**src/hw/rtl/dmx_widget_frame_parser_assert.svh**
```systemverilog
// Assertion macros shared by the DMX widget frame parser modules.
`ifndef DMX_WIDGET_FRAME_PARSER_ASSERT_SVH
`define DMX_WIDGET_FRAME_PARSER_ASSERT_SVH

// The antecedent implies the consequent in the same cycle.
`define DWFP_ASSERT_IMP(lbl, ante, cons) \
  lbl: assert property (@(posedge clk_i) disable iff (!rst_ni) (ante) |-> (cons)) \
    else $error("dmx frame parser: same-cycle check failed");

// The antecedent implies the consequent in the next cycle.
`define DWFP_ASSERT_NXT(lbl, ante, cons) \
  lbl: assert property (@(posedge clk_i) disable iff (!rst_ni) (ante) |=> (cons)) \
    else $error("dmx frame parser: next-cycle check failed");

`endif

```
**src/hw/rtl/dwfp_pkg.sv**
```systemverilog
// Shared types and constants of the DMX widget frame parser.
package dwfp_pkg;

  // Framing bytes and widget labels.
  localparam logic [7:0] FRAME_SOM  = 8'h7E;
  localparam logic [7:0] FRAME_EOM  = 8'hE7;
  localparam logic [7:0] LBL_PARAMS = 8'd3;
  localparam logic [7:0] LBL_SERIAL = 8'd10;
  localparam logic [7:0] LBL_DMX_U0 = 8'd6;
  localparam logic [7:0] LBL_RX_ON  = 8'd8;

  // Field widths of one result.
  localparam int unsigned CHAN_W = 10;
  localparam int unsigned KIND_W = 3;

  // Configuration register indexes.
  localparam int unsigned CFG_IDX_W = 3;
  localparam int unsigned CFG_DATA_W = 32;
  localparam logic [CFG_IDX_W-1:0] CFG_FW_VERSION = 3'd0;
  localparam logic [CFG_IDX_W-1:0] CFG_SERIAL     = 3'd1;
  localparam logic [CFG_IDX_W-1:0] CFG_BREAK      = 3'd2;
  localparam logic [CFG_IDX_W-1:0] CFG_MAB        = 3'd3;
  localparam logic [CFG_IDX_W-1:0] CFG_RATE       = 3'd4;
  localparam logic [CFG_IDX_W-1:0] CFG_U2_LABEL   = 3'd5;

  // Depth of the command queue between front and back.
  localparam int unsigned QUEUE_DEPTH = 4;
  localparam int unsigned QPTR_W = $clog2(QUEUE_DEPTH);

  // Result kinds as seen on the output.
  typedef enum logic [KIND_W-1:0] {
    KIND_NONE   = 3'd0,
    KIND_CHAN   = 3'd1,
    KIND_COMMIT = 3'd2,
    KIND_ABORT  = 3'd3,
    KIND_REPLY  = 3'd4
  } kind_e;

  // What the back end does with a queued command.
  typedef enum logic [1:0] {
    CMD_SINGLE = 2'd0,
    CMD_PARAMS = 2'd1,
    CMD_SERIAL = 2'd2
  } cmd_op_e;

  // One classified input byte.
  typedef struct packed {
    cmd_op_e           op;
    logic              consumed;
    kind_e             kind;
    logic              universe;
    logic [CHAN_W-1:0] chan_idx;
    logic [7:0]        value;
    logic [CHAN_W-1:0] chan_cnt;
    logic              stream_en;
  } cmd_t;

  // Configuration register file contents.
  typedef struct packed {
    logic [15:0] fw_version;
    logic [31:0] serial;
    logic [7:0]  break_time;
    logic [7:0]  mab_time;
    logic [7:0]  output_rate;
    logic [7:0]  u2_label;
  } cfg_regs_t;

endpackage

```
**src/hw/rtl/dmx_widget_frame_parser.sv**
```systemverilog
// Top level of the DMX widget frame parser: config registers, front end, queue, back end.
//
//   channel   direction  handshake                    payload
//   input     in         in_valid_i / in_stall_o      rx_byte_i
//   output    out        out_valid_o / out_stall_i    consumed_o .. last_o
//   config    in         cfg_we_i                     cfg_index_i, cfg_wdata_i
//
// One host byte is accepted per cycle while in_stall_o is low and yields one result;
// results leave one per cycle while out_stall_i is low. A parameters or serial request
// yields a framed reply of 10 or 9 results, and a four-entry command queue absorbs the
// bytes that arrive meanwhile. in_stall_o is high only while that queue is full; the output
// register lets a new byte enter while a finished result still waits on out_stall_i.
// Reset clears the parser, the queue and the output valid, and loads register defaults.
module dmx_widget_frame_parser import dwfp_pkg::*; #(
  parameter int unsigned MAX_PAYLOAD = 600
) (
  input  logic                  clk_i,
  input  logic                  rst_ni,
  input  logic                  in_valid_i,
  output logic                  in_stall_o,
  input  logic [7:0]            rx_byte_i,
  output logic                  out_valid_o,
  input  logic                  out_stall_i,
  output logic                  consumed_o,
  output logic [KIND_W-1:0]     kind_o,
  output logic                  universe_o,
  output logic [CHAN_W-1:0]     channel_index_o,
  output logic [7:0]            value_o,
  output logic [CHAN_W-1:0]     channel_count_o,
  output logic                  stream_enabled_o,
  output logic                  last_o,
  input  logic                  cfg_we_i,
  input  logic [CFG_IDX_W-1:0]  cfg_index_i,
  input  logic [CFG_DATA_W-1:0] cfg_wdata_i
);

  cfg_regs_t cfg_q, cfg_d;
  logic      push, pop, q_full, q_empty;
  cmd_t      push_cmd, head_cmd;

  // Configuration register writes.
  always_comb begin
    cfg_d = cfg_q;
    if (cfg_we_i) begin
      case (cfg_index_i)
        CFG_FW_VERSION: cfg_d.fw_version  = cfg_wdata_i[15:0];
        CFG_SERIAL:     cfg_d.serial      = cfg_wdata_i;
        CFG_BREAK:      cfg_d.break_time  = cfg_wdata_i[7:0];
        CFG_MAB:        cfg_d.mab_time    = cfg_wdata_i[7:0];
        CFG_RATE:       cfg_d.output_rate = cfg_wdata_i[7:0];
        CFG_U2_LABEL:   cfg_d.u2_label    = cfg_wdata_i[7:0];
        default:        cfg_d = cfg_q;
      endcase
    end
  end

  always_ff @(posedge clk_i or negedge rst_ni) begin
    if (!rst_ni) begin
      cfg_q.fw_version  <= 16'd324;
      cfg_q.serial      <= 32'd57;
      cfg_q.break_time  <= 8'd9;
      cfg_q.mab_time    <= 8'd1;
      cfg_q.output_rate <= 8'd0;
      cfg_q.u2_label    <= 8'd202;
    end else begin
      cfg_q <= cfg_d;
    end
  end

  dwfp_front #(
    .MAX_PAYLOAD(MAX_PAYLOAD)
  ) u_front (
    .clk_i      (clk_i),
    .rst_ni     (rst_ni),
    .in_valid_i (in_valid_i),
    .rx_byte_i  (rx_byte_i),
    .q_full_i   (q_full),
    .u2_label_i (cfg_q.u2_label),
    .in_stall_o (in_stall_o),
    .push_o     (push),
    .cmd_o      (push_cmd)
  );

  dwfp_queue u_queue (
    .clk_i   (clk_i),
    .rst_ni  (rst_ni),
    .push_i  (push),
    .data_i  (push_cmd),
    .pop_i   (pop),
    .full_o  (q_full),
    .empty_o (q_empty),
    .head_o  (head_cmd)
  );

  dwfp_back u_back (
    .clk_i            (clk_i),
    .rst_ni           (rst_ni),
    .head_i           (head_cmd),
    .empty_i          (q_empty),
    .cfg_i            (cfg_q),
    .out_stall_i      (out_stall_i),
    .pop_o            (pop),
    .out_valid_o      (out_valid_o),
    .consumed_o       (consumed_o),
    .kind_o           (kind_o),
    .universe_o       (universe_o),
    .channel_index_o  (channel_index_o),
    .value_o          (value_o),
    .channel_count_o  (channel_count_o),
    .stream_enabled_o (stream_enabled_o),
    .last_o           (last_o)
  );

endmodule

```
**src/hw/rtl/dwfp_front.sv**
```systemverilog
// Front end: deframes host bytes and turns each one into a queued command.
module dwfp_front import dwfp_pkg::*; #(
  parameter int unsigned MAX_PAYLOAD = 600
) (
  input  logic       clk_i,
  input  logic       rst_ni,
  input  logic       in_valid_i,
  input  logic [7:0] rx_byte_i,
  input  logic       q_full_i,
  input  logic [7:0] u2_label_i,
  output logic       in_stall_o,
  output logic       push_o,
  output cmd_t       cmd_o
);

  localparam int unsigned PosW = $clog2(MAX_PAYLOAD + 1);
  localparam logic [15:0] MaxLen = 16'(MAX_PAYLOAD);

  typedef enum logic [2:0] {
    PH_START = 3'd0,
    PH_LABEL = 3'd1,
    PH_LENLO = 3'd2,
    PH_LENHI = 3'd3,
    PH_DATA  = 3'd4,
    PH_END   = 3'd5
  } phase_e;

  phase_e          phase_q, phase_d;
  logic [7:0]      label_q, label_d;
  logic [7:0]      len_lo_q, len_lo_d;
  logic [PosW-1:0] len_q, len_d;
  logic [PosW-1:0] pos_q, pos_d;
  logic            flag_q, flag_d;

  logic            accept;
  logic [15:0]     len_full;
  logic [PosW-1:0] pos_inc;
  logic            is_dmx;
  logic            uni;
  cmd_t            cmd;

  assign in_stall_o = q_full_i;
  assign accept     = in_valid_i && !q_full_i;
  assign push_o     = accept;
  assign cmd_o      = cmd;

  assign len_full = {rx_byte_i, len_lo_q};
  assign pos_inc  = pos_q + PosW'(1);

  // Label classification; parameters and serial labels win over DMX labels.
  assign is_dmx = (label_q != LBL_PARAMS) && (label_q != LBL_SERIAL) &&
                  ((label_q == LBL_DMX_U0) || (label_q == u2_label_i));
  assign uni    = (label_q == LBL_DMX_U0) ? 1'b0 : 1'b1;

  // Next state and the command for the byte at the input.
  always_comb begin
    phase_d  = phase_q;
    label_d  = label_q;
    len_lo_d = len_lo_q;
    len_d    = len_q;
    pos_d    = pos_q;
    flag_d   = flag_q;
    cmd          = '0;
    cmd.op       = CMD_SINGLE;
    cmd.consumed = 1'b1;
    cmd.kind     = KIND_NONE;
    case (phase_q)
      PH_LABEL: begin
        label_d = rx_byte_i;
        phase_d = PH_LENLO;
      end
      PH_LENLO: begin
        len_lo_d = rx_byte_i;
        phase_d  = PH_LENHI;
      end
      PH_LENHI: begin
        pos_d = '0;
        if (len_full == 16'd0) begin
          len_d   = '0;
          phase_d = PH_END;
        end else if (len_full <= MaxLen) begin
          len_d   = PosW'(len_full);
          phase_d = PH_DATA;
        end else begin
          phase_d = PH_START;
        end
      end
      PH_DATA: begin
        // The first payload byte is the DMX start code and is not streamed.
        if (is_dmx && (pos_q != '0)) begin
          cmd.kind     = KIND_CHAN;
          cmd.universe = uni;
          cmd.chan_idx = CHAN_W'(pos_q - PosW'(1));
          cmd.value    = rx_byte_i;
        end
        pos_d = pos_inc;
        if (pos_inc >= len_q) begin
          phase_d = PH_END;
        end
      end
      PH_END: begin
        phase_d = PH_START;
        if (rx_byte_i == FRAME_EOM) begin
          if (label_q == LBL_PARAMS) begin
            cmd.op   = CMD_PARAMS;
            cmd.kind = KIND_REPLY;
          end else if (label_q == LBL_SERIAL) begin
            cmd.op   = CMD_SERIAL;
            cmd.kind = KIND_REPLY;
          end else if (is_dmx) begin
            if (len_q != '0) begin
              cmd.kind     = KIND_COMMIT;
              cmd.universe = uni;
              cmd.chan_cnt = CHAN_W'(len_q - PosW'(1));
            end
          end else if (label_q == LBL_RX_ON) begin
            flag_d = 1'b1;
          end
        end else if (is_dmx && (len_q != '0)) begin
          cmd.kind     = KIND_ABORT;
          cmd.universe = uni;
        end
      end
      default: begin
        // Waiting for a start byte; anything else is not ours.
        phase_d = PH_START;
        if (rx_byte_i == FRAME_SOM) begin
          phase_d = PH_LABEL;
        end else begin
          cmd.consumed = 1'b0;
        end
      end
    endcase
    cmd.stream_en = flag_d;
  end

  // Parser state advances on every accepted byte.
  always_ff @(posedge clk_i or negedge rst_ni) begin
    if (!rst_ni) begin
      phase_q  <= PH_START;
      label_q  <= '0;
      len_lo_q <= '0;
      len_q    <= '0;
      pos_q    <= '0;
      flag_q   <= 1'b0;
    end else if (accept) begin
      phase_q  <= phase_d;
      label_q  <= label_d;
      len_lo_q <= len_lo_d;
      len_q    <= len_d;
      pos_q    <= pos_d;
      flag_q   <= flag_d;
    end
  end

endmodule

```
**src/hw/rtl/dwfp_queue.sv**
```systemverilog
// Command queue that decouples the front end from the result emitter.
`include "dmx_widget_frame_parser_assert.svh"

module dwfp_queue import dwfp_pkg::*; (
  input  logic clk_i,
  input  logic rst_ni,
  input  logic push_i,
  input  cmd_t data_i,
  input  logic pop_i,
  output logic full_o,
  output logic empty_o,
  output cmd_t head_o
);

  cmd_t              entries_q [QUEUE_DEPTH];
  logic [QPTR_W-1:0] wr_ptr_q, rd_ptr_q;
  logic [QPTR_W:0]   count_q;

  assign full_o  = (count_q == (QPTR_W + 1)'(QUEUE_DEPTH));
  assign empty_o = (count_q == '0);
  assign head_o  = entries_q[rd_ptr_q];

  // Pointers and fill count.
  always_ff @(posedge clk_i or negedge rst_ni) begin
    if (!rst_ni) begin
      wr_ptr_q <= '0;
      rd_ptr_q <= '0;
      count_q  <= '0;
    end else begin
      if (push_i) begin
        wr_ptr_q <= wr_ptr_q + QPTR_W'(1);
      end
      if (pop_i) begin
        rd_ptr_q <= rd_ptr_q + QPTR_W'(1);
      end
      case ({push_i, pop_i})
        2'b10:   count_q <= count_q + (QPTR_W + 1)'(1);
        2'b01:   count_q <= count_q - (QPTR_W + 1)'(1);
        default: count_q <= count_q;
      endcase
    end
  end

  // Entry storage.
  always_ff @(posedge clk_i) begin
    if (push_i) begin
      entries_q[wr_ptr_q] <= data_i;
    end
  end

  `DWFP_ASSERT_IMP(a_no_push_when_full, push_i, !full_o)
  `DWFP_ASSERT_IMP(a_no_pop_when_empty, pop_i, !empty_o)
  `DWFP_ASSERT_IMP(a_empty_ptrs_meet, empty_o, wr_ptr_q == rd_ptr_q)

endmodule

```
**src/hw/rtl/dwfp_back.sv**
```systemverilog
// Back end: expands queued commands into results and holds the output register.
`include "dmx_widget_frame_parser_assert.svh"

module dwfp_back import dwfp_pkg::*; (
  input  logic              clk_i,
  input  logic              rst_ni,
  input  cmd_t              head_i,
  input  logic              empty_i,
  input  cfg_regs_t         cfg_i,
  input  logic              out_stall_i,
  output logic              pop_o,
  output logic              out_valid_o,
  output logic              consumed_o,
  output logic [KIND_W-1:0] kind_o,
  output logic              universe_o,
  output logic [CHAN_W-1:0] channel_index_o,
  output logic [7:0]        value_o,
  output logic [CHAN_W-1:0] channel_count_o,
  output logic              stream_enabled_o,
  output logic              last_o
);

  // Beat positions within a framed reply.
  localparam logic [3:0] BEAT_START  = 4'd0;
  localparam logic [3:0] BEAT_LABEL  = 4'd1;
  localparam logic [3:0] BEAT_LEN_LO = 4'd2;
  localparam logic [3:0] BEAT_LEN_HI = 4'd3;
  localparam logic [3:0] BEAT_BODY   = 4'd4;
  localparam logic [7:0] PARAMS_BODY_LEN = 8'd5;
  localparam logic [7:0] SERIAL_BODY_LEN = 8'd4;
  localparam logic [3:0] PARAMS_LAST_BEAT = BEAT_BODY + 4'(PARAMS_BODY_LEN);
  localparam logic [3:0] SERIAL_LAST_BEAT = BEAT_BODY + 4'(SERIAL_BODY_LEN);

  logic [3:0] beat_q, beat_d;
  logic       out_valid_q, out_valid_d;
  logic       load, take, final_beat;
  logic [3:0] last_beat;
  logic [2:0] body_idx;
  logic [7:0] body_byte, reply_byte;
  logic       is_params;

  logic              consumed_q;
  logic [KIND_W-1:0] kind_q;
  logic              universe_q;
  logic [CHAN_W-1:0] chan_idx_q;
  logic [7:0]        value_q;
  logic [CHAN_W-1:0] chan_cnt_q;
  logic              stream_en_q;
  logic              last_q;

  assign is_params  = (head_i.op == CMD_PARAMS);
  assign last_beat  = is_params ? PARAMS_LAST_BEAT : SERIAL_LAST_BEAT;
  assign final_beat = (head_i.op == CMD_SINGLE) || (beat_q == last_beat);
  assign load       = !out_valid_q || !out_stall_i;
  assign take       = load && !empty_i;
  assign pop_o      = take && final_beat;
  assign body_idx   = 3'(beat_q - BEAT_BODY);

  // Reply body byte for the current beat.
  always_comb begin
    body_byte = '0;
    if (is_params) begin
      case (body_idx)
        3'd0:    body_byte = cfg_i.fw_version[7:0];
        3'd1:    body_byte = cfg_i.fw_version[15:8];
        3'd2:    body_byte = cfg_i.break_time;
        3'd3:    body_byte = cfg_i.mab_time;
        3'd4:    body_byte = cfg_i.output_rate;
        default: body_byte = '0;
      endcase
    end else begin
      case (body_idx)
        3'd0:    body_byte = cfg_i.serial[7:0];
        3'd1:    body_byte = cfg_i.serial[15:8];
        3'd2:    body_byte = cfg_i.serial[23:16];
        3'd3:    body_byte = cfg_i.serial[31:24];
        default: body_byte = '0;
      endcase
    end
  end

  // Framed reply byte: start, label, length, body, end.
  always_comb begin
    if (beat_q == BEAT_START) begin
      reply_byte = FRAME_SOM;
    end else if (beat_q == BEAT_LABEL) begin
      reply_byte = is_params ? LBL_PARAMS : LBL_SERIAL;
    end else if (beat_q == BEAT_LEN_LO) begin
      reply_byte = is_params ? PARAMS_BODY_LEN : SERIAL_BODY_LEN;
    end else if (beat_q == BEAT_LEN_HI) begin
      reply_byte = '0;
    end else if (beat_q == last_beat) begin
      reply_byte = FRAME_EOM;
    end else begin
      reply_byte = body_byte;
    end
  end

  // Beat counter and output valid.
  always_comb begin
    beat_d      = beat_q;
    out_valid_d = out_valid_q;
    if (load) begin
      out_valid_d = take;
    end
    if (take) begin
      beat_d = final_beat ? '0 : beat_q + 4'd1;
    end
  end

  always_ff @(posedge clk_i or negedge rst_ni) begin
    if (!rst_ni) begin
      beat_q      <= '0;
      out_valid_q <= 1'b0;
    end else begin
      beat_q      <= beat_d;
      out_valid_q <= out_valid_d;
    end
  end

  // Output payload register, loaded with each emitted transaction.
  always_ff @(posedge clk_i) begin
    if (take) begin
      consumed_q  <= head_i.consumed;
      kind_q      <= head_i.kind;
      universe_q  <= head_i.universe;
      chan_idx_q  <= head_i.chan_idx;
      value_q     <= (head_i.op == CMD_SINGLE) ? head_i.value : reply_byte;
      chan_cnt_q  <= head_i.chan_cnt;
      stream_en_q <= head_i.stream_en;
      last_q      <= final_beat;
    end
  end

  assign out_valid_o      = out_valid_q;
  assign consumed_o       = consumed_q;
  assign kind_o           = kind_q;
  assign universe_o       = universe_q;
  assign channel_index_o  = chan_idx_q;
  assign value_o          = value_q;
  assign channel_count_o  = chan_cnt_q;
  assign stream_enabled_o = stream_en_q;
  assign last_o           = last_q;

  `DWFP_ASSERT_IMP(a_reply_keeps_head, beat_q != 4'd0, !empty_i && (head_i.op != CMD_SINGLE))
  `DWFP_ASSERT_IMP(a_beat_in_range, 1'b1, beat_q <= PARAMS_LAST_BEAT)
  `DWFP_ASSERT_NXT(a_pop_marks_last, pop_o, out_valid_q && last_q)

endmodule
```
**config.mk**
```make
export PLATFORM = sky130hd
export DESIGN_NAME = dmx_widget_frame_parser
export DESIGN_NICKNAME = d
export VERILOG_FILES = /design/src/hw/rtl/dwfp_pkg.sv /design/src/hw/rtl/dmx_widget_frame_parser.sv /design/src/hw/rtl/dwfp_front.sv /design/src/hw/rtl/dwfp_queue.sv /design/src/hw/rtl/dwfp_back.sv
export VERILOG_INCLUDE_DIRS = /design/src /design/src/hw/rtl
export SDC_FILE = /design/constraint.sdc
export NUM_CORES = 1
export LEC_CHECK = 0
export ABC_AREA = 1
export BUFFER_PORTS_ARGS = -buffer_cell sky130_fd_sc_hd__buf_2
export CORE_ASPECT_RATIO = 0.9
export CORE_MARGIN = 5
export CORE_UTILIZATION = 57
export CTS_BUF_LIST = sky130_fd_sc_hd__clkbuf_4 sky130_fd_sc_hd__clkbuf_8
export CTS_CLUSTER_DIAMETER = 50
export DETAILED_ROUTE_END_ITERATION = 8
export PLACE_DENSITY = 0.82
export SETUP_SLACK_MARGIN = 0.4
export SLEW_MARGIN = 20
export SYNTH_ARGS = -nofsm -noshare
export SYNTH_HDL_FRONTEND = slang
export SYNTH_SLANG_ARGS = --single-unit
export TNS_END_PERCENT = 100
```
**constraint.sdc**
```tcl
create_clock -name clk_i -period 2.8 [get_ports clk_i]
set_input_delay 0.42 -clock clk_i [delete_from_list [all_inputs] [get_ports clk_i]]
set_output_delay 0.42 -clock clk_i [all_outputs]
set_load 0.02 [all_outputs]
```
Yosys cells after proc, flatten, opt, wreduce, memory -nomap -nowiden
Memories as Yosys holds them, arrays and structs flattened. Cells that the tools add are included.

Input port bits: 48. Memories kept: 1. Register bits after elaboration: 167. Word-level logic and storage cells: 160. Memory bits (writable): 144.

Memory list: u_queue.entries_q (words 4, width 36, read ports 1, clocked after Yosys merged registers in 0, write ports 1, line dwfp_queue.sv:15) `cmd_t entries_q [QUEUE_DEPTH];`.

Reduce and logical (&&, ||, !) cells: 37. Equality and inequality tests: 32. Mux-type cells: 54. Magnitude comparators: 2. Add/subtract/negate cells: 9.

Operator list (count): $mux 10 (8); $mux 8 (7); $pmux 8 s5 (1); $pmux 8 s4 (1); $mux 3 (7); $mux 20 (1); $pmux 10 s2 (1); $reduce_and 2->1 (10); $reduce_bool 10->1 (2); $sub 10x1->10 const B (2); $eq 3x2->1 const B (6); $eq 3x3->1 const B (6); $mux 18 (1); $eq 8x4->1 const B (2); $le 16x10->1 const B (1); $logic_not 16->1 (1); $mux 1 (16); $mux 4 (4); $pmux 3 s5 (1); $add 10x1->10 const B (1); $ge 10x10->1 (1); $eq 3x1->1 const B (3); $logic_not 3->1 (3); $eq 4x2->1 const B (2); 28 further kinds (46).

Depth between registers and ports, before layout
Gate-level depths: netlist of run 1.

Depth in word-level cells: 10. Mapped depth: 18. Gate-level depth less buffers: 17.

By module
Synthesis of run 1 repeated with hierarchy kept, for this count alone.

Cell total of the unflattened synthesis: 1521. Area, all modules: 14589.0 um^2.

By module, submodules not included: dwfp_queue (cells each 468, instances 1, sequential area each 4499.3 um^2, area an instance 6159.7 um^2); dmx_widget_frame_parser (cells each 357, instances 1, sequential area each 2019.4 um^2, area an instance 3179.3 um^2); dwfp_front (cells each 445, instances 1, sequential area each 1001.0 um^2, area an instance 3056.7 um^2); dwfp_back (cells each 251, instances 1, sequential area each 1176.1 um^2, area an instance 2193.4 um^2).

Worst setup path before layout of run 1
No wires, ideal clock.

Path type: register to register. Start point: register u_queue.count_q[2]. End point: memory u_queue.entries_q[1][0] in the netlist's numbering (enable). Stages on the path, launching flop included: 7. Arrival time: 2573 ps. Data required time: 2371 ps. Setup slack: -203 ps. Period minus slack after synthesis: 3003 ps. Buffers on the path: 1. Setup time: 429 ps. Path through: dfrtp_1 inv_1 nor3_1 nor2_1 buf_4 inv_2 nor2_1.

Word-level cells in the longest chain between the ends: 5.

Ends and longest elaborated chain: start: declaration (line dwfp_queue.sv:17) `logic [QPTR_W:0] count_q;`; start signal: assignment (line dwfp_queue.sv:37) `2'b10: count_q <= count_q + (QPTR_W + 1)'(1);`; start signal: assignment (line dwfp_queue.sv:38) `2'b01: count_q <= count_q - (QPTR_W + 1)'(1);`; start signal: assignment (line dwfp_queue.sv:39) `default: count_q <= count_q;`; $eq 3x3->1 (line dwfp_queue.sv:19) `assign full_o = (count_q == (QPTR_W + 1)'(QUEUE_DEPTH));`; named net in_stall_o (line dmx_widget_frame_parser.sv:20) `output logic in_stall_o,`; $logic_not 1->1 (line dwfp_front.sv:43) `assign accept = in_valid_i && !q_full_i;`; $logic_and 1x1->1 (line dwfp_front.sv:43); $mux 1 (line dwfp_queue.sv:46) `if (push_i) begin`; $mux 1 (implied by the code) (line dwfp_queue.sv:47) `entries_q[wr_ptr_q] <= data_i;`; end: declaration (line dwfp_queue.sv:15).

The timed path passes the listed nets, and every way through them passes these cells.

Final worst setup path of run 1
Start point: register u_front.pos_q[0]. End point: register u_front.phase_q[2].

Word-level cells in the longest chain between the ends: 4.

Ends and longest elaborated chain: start: declaration (line dwfp_front.sv:32) `logic [PosW-1:0] pos_q, pos_d;`; start signal: assignment (line dwfp_front.sv:151) `pos_q <= pos_d;`; $add 10x1->10 (line dwfp_front.sv:48) `assign pos_inc = pos_q + PosW'(1);`; $ge 10x10->1 (line dwfp_front.sv:97) `if (pos_inc >= len_q) begin`; $ne 2x1->1 (no line); $reduce_and 2->1 (no line); end signal: assignment (line dwfp_front.sv:147) `phase_q <= phase_d;`; end: declaration (line dwfp_front.sv:28) `phase_e phase_q, phase_d;`.

Every way passes these cells. A chain may end at the register's enable or synchronous reset.

==> impl_metrics.yaml, run 1 <==
global_routing:
  grt_overflow: 0
  grt_pass1_vias: 10200
  grt_max_degree: 66
  antenna_found_initial: 0
  grt_pass1_wl_mm: 52.7
  grt.total_usage_pct: 24.0
synth:
  yosys-top-cells-area: "edfxtp_1, dfrtp_1, nand2_1"
  yosys.area.top_type_share_pct: 39.2
  synth_area_per_cell_um2: 10.4
  ys.warnings.count: 0
  ys_types: 44
  synth_simple_gate_area_share_pct: 16.0
  yosysSeqAreaShare_pct: 63.3
  muxShareOfSynthArea_pct: 1.31
  synth.cell_area_mm2: 0.0137
  synth_top_family_by_area: "simple AND/OR/NAND/NOR gates"
  yosys.area.top_type: "edfxtp_1"
  synthAdderAreaFrac_pct: 2.33
  syn-num-nets: 1393
  synthCells: 1320
  ys_seq_elements: 311
  synth_compound_area_share_pct: 10.4
  synthXorXnorAreaFrac_pct: 1.97
sta:
  fin_crit_ps: 2470
  maxSlewHeadroom_pct: 33.7
  finalSetupViolCount: 0
  fin_tns_setup_ps: 0
  timing.final.crit_share_pct: 88.1
  clock.fmax_mhz: 406
  drv_slew: 0
  finalHoldViolCount: 0
  clock_skew_ps: 32.4
  worst_pin_slew_ps: 993
  rsz0062_at_grt: "true"
layout:
  final_cell_count_no_fill: 1812
  seq_area_mm2: 0.00870
  nets: 1541
  fillers: 1557
  diodes: 0
  drive_above_1_share_pct: 22.8
  syn2layout_area_growth_pct: 17.6
  design_area_mm2: 0.0161
  multi_input_comb_area_mm2: 0.00460
detailed_routing:
  dr.pass1.iters: 6
  drt_iter0_drc: 1303
  viasPerCell: 5.83
  vias: 10600
  wl_per_cell_um: 18.8
  postRouteAntennaNets: 0
  drc: 0
  routed_wl_mm: 34.1
clock_tree:
  cts_buffers: 50
  cts_tree: "built"
  clockBufferDepth: 3
  root_buffer: "clkbuf_8"
  clk_pin_slew_worst_paths_ps: 60
  insertion_delay_ps: 580
  cts.sinks: 311
  htree_levels: 2
worst_setup_path:
  start_kind: "flip-flop"
  arrival_ps: 2970
  cp_common_cell: "nand2_1"
  cp_slowest_cell: "dfrtp_1"
  critical_path.max_stage_delay_ps: 390
  critPathKind: "reg2reg"
  cp_max_fo: 6
  reg2regPathDepth: 16
  cp_cell_sequence: "nand3_2 -> nor2_4 -> nand3_2 -> nor2_1 -> nand2_1 -> nor2_2 -> xor2_1 -> inv_1 -> ha_4 -> nand2_1 -> nor2_1 -> o211ai_1 -> nand4_1 -> nand2_2 -> nand3b_1 -> nand2_1"
  required_ps: 3310
  rrSetupSlack_ps: 330
  r2r-end: "u_front.phase_q[2]"
  end_kind: "flip-flop"
  rr_startpoint: "u_front.pos_q[0]"
power_and_ir_drop:
  power.total_mw: 16.9
  p_per_area_mw_per_mm2: 1040
  leakage_nw: 7.02
  ir_worst_vdd_v: 0.000596
die:
  initial_core_util_pct: 58.3
  dieArea_mm2: 0.0273
  die_y_um: 157
  core-area_mm2: 0.0235
  ioPinCount: 85
  row_count: 53
  die_x_um: 174
placement:
  post-place-cells: 1681
  gp_congestion: 0.929
  dp_hpwl_mm: 21.0
  portBuffers: 84
  dpl-instance-area_mm2: 0.0146
worst_hold_path:
  hold_start: "cfg_wdata_i[23]"
  holdPathEnd: "cfg_q[55]"
  hold_path_class: "in2reg"
  whs_path_depth: 2
status:
  status: "complete, no violations"
flow_run:
  drv_cap: 0
[state kept, by name (all words and copies together) (netlist names), 2 cells and up]
| name | cells |
|---|---|
| u_back.beat_q | 4 |
| u_back.value_o | 8 |
| u_back.kind_o | 3 |
| u_back.channel_index_o | 10 |
| u_front.pos_q | 10 |
| u_queue.wr_ptr_q | 2 |
| u_front.label_q | 8 |
| u_front.len_q | 10 |
| u_front.phase_q | 3 |
| cfg_q | 80 |
| u_back.channel_count_o | 10 |
| u_queue.rd_ptr_q | 2 |
| u_queue.entries_q | 144 |
| u_front.len_lo_q | 8 |
| u_queue.count_q | 3 |
[per-stage QoR]
step	utilization (%)	hold WS, ps	setup WS (ps)
after CTS	67.3	52.8	347
after floorplan	-	124	-181
after global placement	61.8	440	234
final	68.6	69.8	334
after global routing	68.6	61.5	58.9
after detailed placement	61.8	467	83.6
[what timing repair did]
action,in CTS,in global routing
cloned,0,3
hold buffers,1,0
endpoints found under the hold margin,37,0
endpoints found under the setup margin,11,73
setup buffers,15,18
pin swaps,6,16
gates resized for setup,17,44
[cell usage in the layout, fill, tap and decap left out, types with 5 or more instances in the layout]
| cell | netlist | layout |
|---|---|---|
| a21oi_1 | 22 | 20 |
| a22o_1 | 6 | 6 |
| buf_2 | 12 | 83 |
| buf_4 | 1 | 54 |
| clkbuf_4 | 0 | 14 |
| clkbuf_8 | 0 | 59 |
| clkinv_1 | 0 | 5 |
| clkinv_2 | 0 | 10 |
| dfrtp_1 | 118 | 115 |
| dfstp_2 | 14 | 14 |
| edfxtp_1 | 179 | 179 |
| ha_1 | 24 | 18 |
| inv_1 | 106 | 101 |
| mux2_2 | 16 | 16 |
| nand2_1 | 250 | 241 |
| nand2_2 | 6 | 12 |
| nand2_4 | 6 | 9 |
| nand3_1 | 51 | 45 |
| nand3_2 | 2 | 7 |
| nand4_1 | 17 | 17 |
| nor2_1 | 156 | 145 |
| nor2_2 | 1 | 7 |
| nor2_4 | 2 | 7 |
| nor3_1 | 11 | 9 |
| o21ai_0 | 173 | 170 |
| o21ai_1 | 13 | 16 |
| o22ai_1 | 41 | 41 |
| xor2_1 | 28 | 27 |
[kinds of logic (layout without fill, tap and decap cells)]
kind of cell / Yosys count / after routing
flip-flops: 311 / 311
AO/OA/AOI/OAI: 264 / 264
adder cells (fa/ha/maj): 25 / 25
XOR/XNOR: 30 / 30
multiplexers: 16 / 16
AND/OR/NAND/NOR: 513 / 513
buffers and inverters: 161 / 351
[synthesized netlist by cell type, drive strengths merged]
library cell / number
nor3b: 2
o22ai: 41
nor3: 11
dfrtp: 118
o31ai: 1
nor2: 159
xnor2: 1
a31oi: 1
o21ai: 187
a22o: 6
a21oi: 24
ha: 24
clkbuf: 35
nand3: 55
a22oi: 1
inv: 111
edfxtp: 179
nand4: 17
fa: 1
nand3b: 2
buf: 15
xor2: 29
or2: 4
dfstp: 14
o32ai: 1
nand2: 262
mux2: 16
o211ai: 2
nor4: 1
[metal layers]
metal	global-route usage, %	wire (um)	share of wire, %
met1	34.6	14100	41
met2	37.2	15400	45
met3	4.90	3560	10
met4	8.33	1070	3.1
met5	0	0	0
[worst max path at each step]
stage	start	endpoint	slack [ps]	depth (start not counted)
2_1_floorplan	u_queue.count_q[2]	u_queue.entries_q[1][0]	-180	6
3_3_place_gp	u_queue.rd_ptr_q[0]	u_queue.count_q[2]	230	15
3_5_place_dp	u_queue.rd_ptr_q[0]	u_queue.count_q[2]	80	15
4_1_cts	u_queue.rd_ptr_q[0]	u_queue.count_q[2]	350	16
5_1_grt	u_front.pos_q[1]	u_front.phase_q[2]	60	16
6_report	u_front.pos_q[0]	u_front.phase_q[2]	330	16
[critical path, delay by kind of cell (launching register included)]
kind            cells  cell delay [ps]
compound gates      1              110
xor+xnor            1              210
fa+ha+maj           1              290
buf+inv             1              100
flops               1              390
simple gates       12             1300
[power by group]
| group | leakage [nW] | switching (mW) | internal [mW] |
|---|---|---|---|
| clock network | 0.595 | 1.82 | 2.41 |
| registers | 3.33 | 0.562 | 6.27 |
| logic | 3.09 | 3.91 | 1.90 |
| total | 7.02 | 6.30 | 10.6 |
[final cells by class]
| cell class | instances | share of cell area [%] |
|---|---|---|
| clock inverters | 21 | 1.18 |
| flip-flops and latches | 311 | 53.9 |
| clock buffers | 73 | 5.68 |
| multi-input cells | 848 | 28.5 |
| repair inverters | 3 | 0.101 |
| well taps | 302 | 2.34 |
| repair buffers | 143 | 5.61 |
| inverters | 111 | 2.75 |
Note: power is estimated with default switching activity, not from simulation.
==> run 2, diff against run 1 <==
- CTS_BUF_LIST: sky130_fd_sc_hd__clkbuf_4 sky130_fd_sc_hd__clkbuf_8 -> sky130_fd_sc_hd__clkbuf_4
==> run 2 against run 1 <==
Global-route usage rose by 0.065 points. Worst setup slack got worse by 4.5 ps. Die area did not move. Non-clock buffer count rose by 15. Clock power fell by 7.8%. Critical path type unchanged. Utilization rose by 0.30 points.
==> impl_metrics.yaml, run 2 (synthesized netlist as in run 1, its figures left out) <==
global_routing:
  grt.total_usage_pct: 24.1
  grt_max_degree: 66
  antenna_found_initial: 1
  grt_pass1_vias: 10500
  grt_pass1_wl_mm: 52.7
  grt_overflow: 0
worst_setup_path:
  r2r-end: "u_front.phase_q[2]"
  cp_cell_sequence: "nand3_2 -> nor2_4 -> nand3_2 -> nor2_1 -> nand2_1 -> nor2_2 -> xor2_1 -> inv_1 -> ha_4 -> nand2_1 -> nor2_1 -> o211ai_1 -> nand4_1 -> nand2_2 -> nand3b_1 -> nand2_1"
  rr_startpoint: "u_front.pos_q[0]"
  endpoint: "u_front.phase_q[2]"
  arrival_ps: 3080
  crit_buf_inv: 1
  cp_common_cell: "nand2_1"
  required_ps: 3410
  start_kind: "flip-flop"
  crit_cells: 16
  cp_max_fo: 6
  rrSetupSlack_ps: 330
  cp_slowest_cell: "dfrtp_1"
  cp_top_family: "simple AND/OR/NAND/NOR gates"
  end_kind: "flip-flop"
  critical_path.max_stage_delay_ps: 390
  crit_start: "u_front.pos_q[0]"
  reg2regPathDepth: 16
  critPathKind: "reg2reg"
detailed_routing:
  routed_wl_mm: 34.2
  postRouteAntennaNets: 0
  drt_iter0_drc: 1295
  viasPerCell: 5.74
  drc: 0
  dr.pass1.iters: 6
  vias: 10700
  wl_per_cell_um: 18.3
sta:
  maxSlewHeadroom_pct: 34.4
  rsz0062_at_grt: "true"
  clock.fmax_mhz: 405
  finalSetupViolCount: 0
  timing.final.crit_share_pct: 88.2
  finalHoldViolCount: 0
  worst_pin_slew_ps: 982
  fin_crit_ps: 2470
  drv_slew: 0
  clock_skew_ps: 52.8
  hold_slack_ps: 35.0
clock_tree:
  clk_pin_slew_worst_paths_ps: 60
  clockBufferDepth: 3
  insertion_delay_ps: 710
  cts_buffers: 79
  cts_tree: "built"
  cts.sinks: 311
  htree_levels: 3
  root_buffer: "clkbuf_4"
die:
  die_y_um: 157
  row_count: 53
  core-area_mm2: 0.0235
  die_x_um: 174
  ioPinCount: 85
  initial_core_util_pct: 58.3
  dieArea_mm2: 0.0273
layout:
  fillers: 1558
  layout_commonest_cell: "nand2_1"
  nets: 1582
  design_area_mm2: 0.0162
  syn2layout_area_growth_pct: 18.1
  largest_register_ff_count: 144
  drive_above_1_share_pct: 23.7
  regMostFlops: "u_queue.entries_q"
  reg_top3: "u_queue.entries_q: 144 flops, cfg_q: 80 flops"
  mostFrequentLayoutCells: "nand2_1, edfxtp_1, o21ai_0, nor2_1, clkbuf_4"
flow_run:
  drv_cap: 0
placement:
  portBuffers: 84
  dp_hpwl_mm: 21.0
  dpl-instance-area_mm2: 0.0146
  gp_congestion: 0.929
power_and_ir_drop:
  leakage_nw: 7.08
  p_per_area_mw_per_mm2: 1020
  ir_worst_vdd_v: 0.000511
status:
  status: "complete, no violations"
worst_hold_path:
  hold_path_class: "in2reg"
-- run 2: cell count changes in the layout (fill, tap and decap cells not counted), moves of 7 or more --
| cell | change |
|---|---|
| clkbuf_4 | +105 |
| clkbuf_8 | -59 |
| dlygate4sd3_1 | +21 |
| clkinv_2 | -8 |
| buf_4 | -7 |
| clkinv_1 | +7 |
-- run 2: worst min-delay path by stage --
stage | endpoint | startpoint | slack [ps] | depth (start not counted)
4_1_cts | cfg_q[73] | cfg_wdata_i[9] | 0.07 | 3
6_report | cfg_q[41] | cfg_wdata_i[9] | 40 | 3
3_5_place_dp | cfg_q[31] | rst_ni | 470 | 1
3_3_place_gp | u_front.flag_q | u_front.flag_q | 440 | 2
5_1_grt | cfg_q[41] | cfg_wdata_i[9] | 30 | 3
2_1_floorplan | cfg_q[0] | rst_ni | 120 | 0
-- run 2: report_power, final --
group	total, mW	switching, mW	leakage (nW)	internal, mW
sequential	6.83	0.565	3.33	6.26
clock	3.90	1.85	0.610	2.05
combinational	5.74	3.87	3.13	1.87
-- run 2: layer usage --
metal / routed length, um / track usage, % / vias to the layer above
met3: 3410 / 5.07 / 119
li1: - / - / 4914
met2: 15700 / 38.2 / 641
met1: 14000 / 33.4 / 5070
met4: 1120 / 9.23 / 0
met5: 0 / 0 / -
-- run 2: cell type report --
type / count / area (um^2) / share of cell area (%)
inverter: 111 / 442 / 2.72
sequential: 311 / 8700 / 53.6
multi-input combinational: 848 / 4590 / 28.3
tap: 302 / 378 / 2.33
clock buffer: 119 / 893 / 5.51
timing repair buffer: 158 / 1070 / 6.63
antenna: 1 / 2.50 / 0.0154
clock inverter: 21 / 136 / 0.841
-- run 2: worst reg2reg max path: stages, from the launching register on --
cell and delay [ps]:
dfrtp_1 390, nand3_2 130, nor2_4 120, nand3_2 80, nor2_1 120, nand2_1 100
nor2_2 120, xor2_1 210, inv_1 100, ha_4 290, nand2_1 60, nor2_1 120
o211ai_1 110, nand4_1 120, nand2_2 100, nand3b_1 180, nand2_1 60
-- run 2: what timing repair did --
action                                 CTS  global route
setup endpoints to repair                7            73
setup buffers                           10            17
pin swaps                                6            15
endpoints found under the hold margin   63             0
gates resized for setup                 16            39
hold buffers                            22             0
-- run 2: per-stage QoR --
stage / util (%) / TNS, ps / total power, mW / instances / worst slack (ps)
3_3_place_gp: 61.8 / 0 / 11.7 / 1681 / 234
4_1_cts: 67.7 / 0 / 16.0 / 1853 / 367
2_1_floorplan: - / -26010 / 10.3 / 1320 / -181
3_5_place_dp: 61.8 / 0 / 12.0 / 1681 / 83.6
5_1_grt: 68.9 / 0 / 17.3 / 1871 / 76.7
6_report: 68.9 / 0 / 16.5 / 1871 / 330
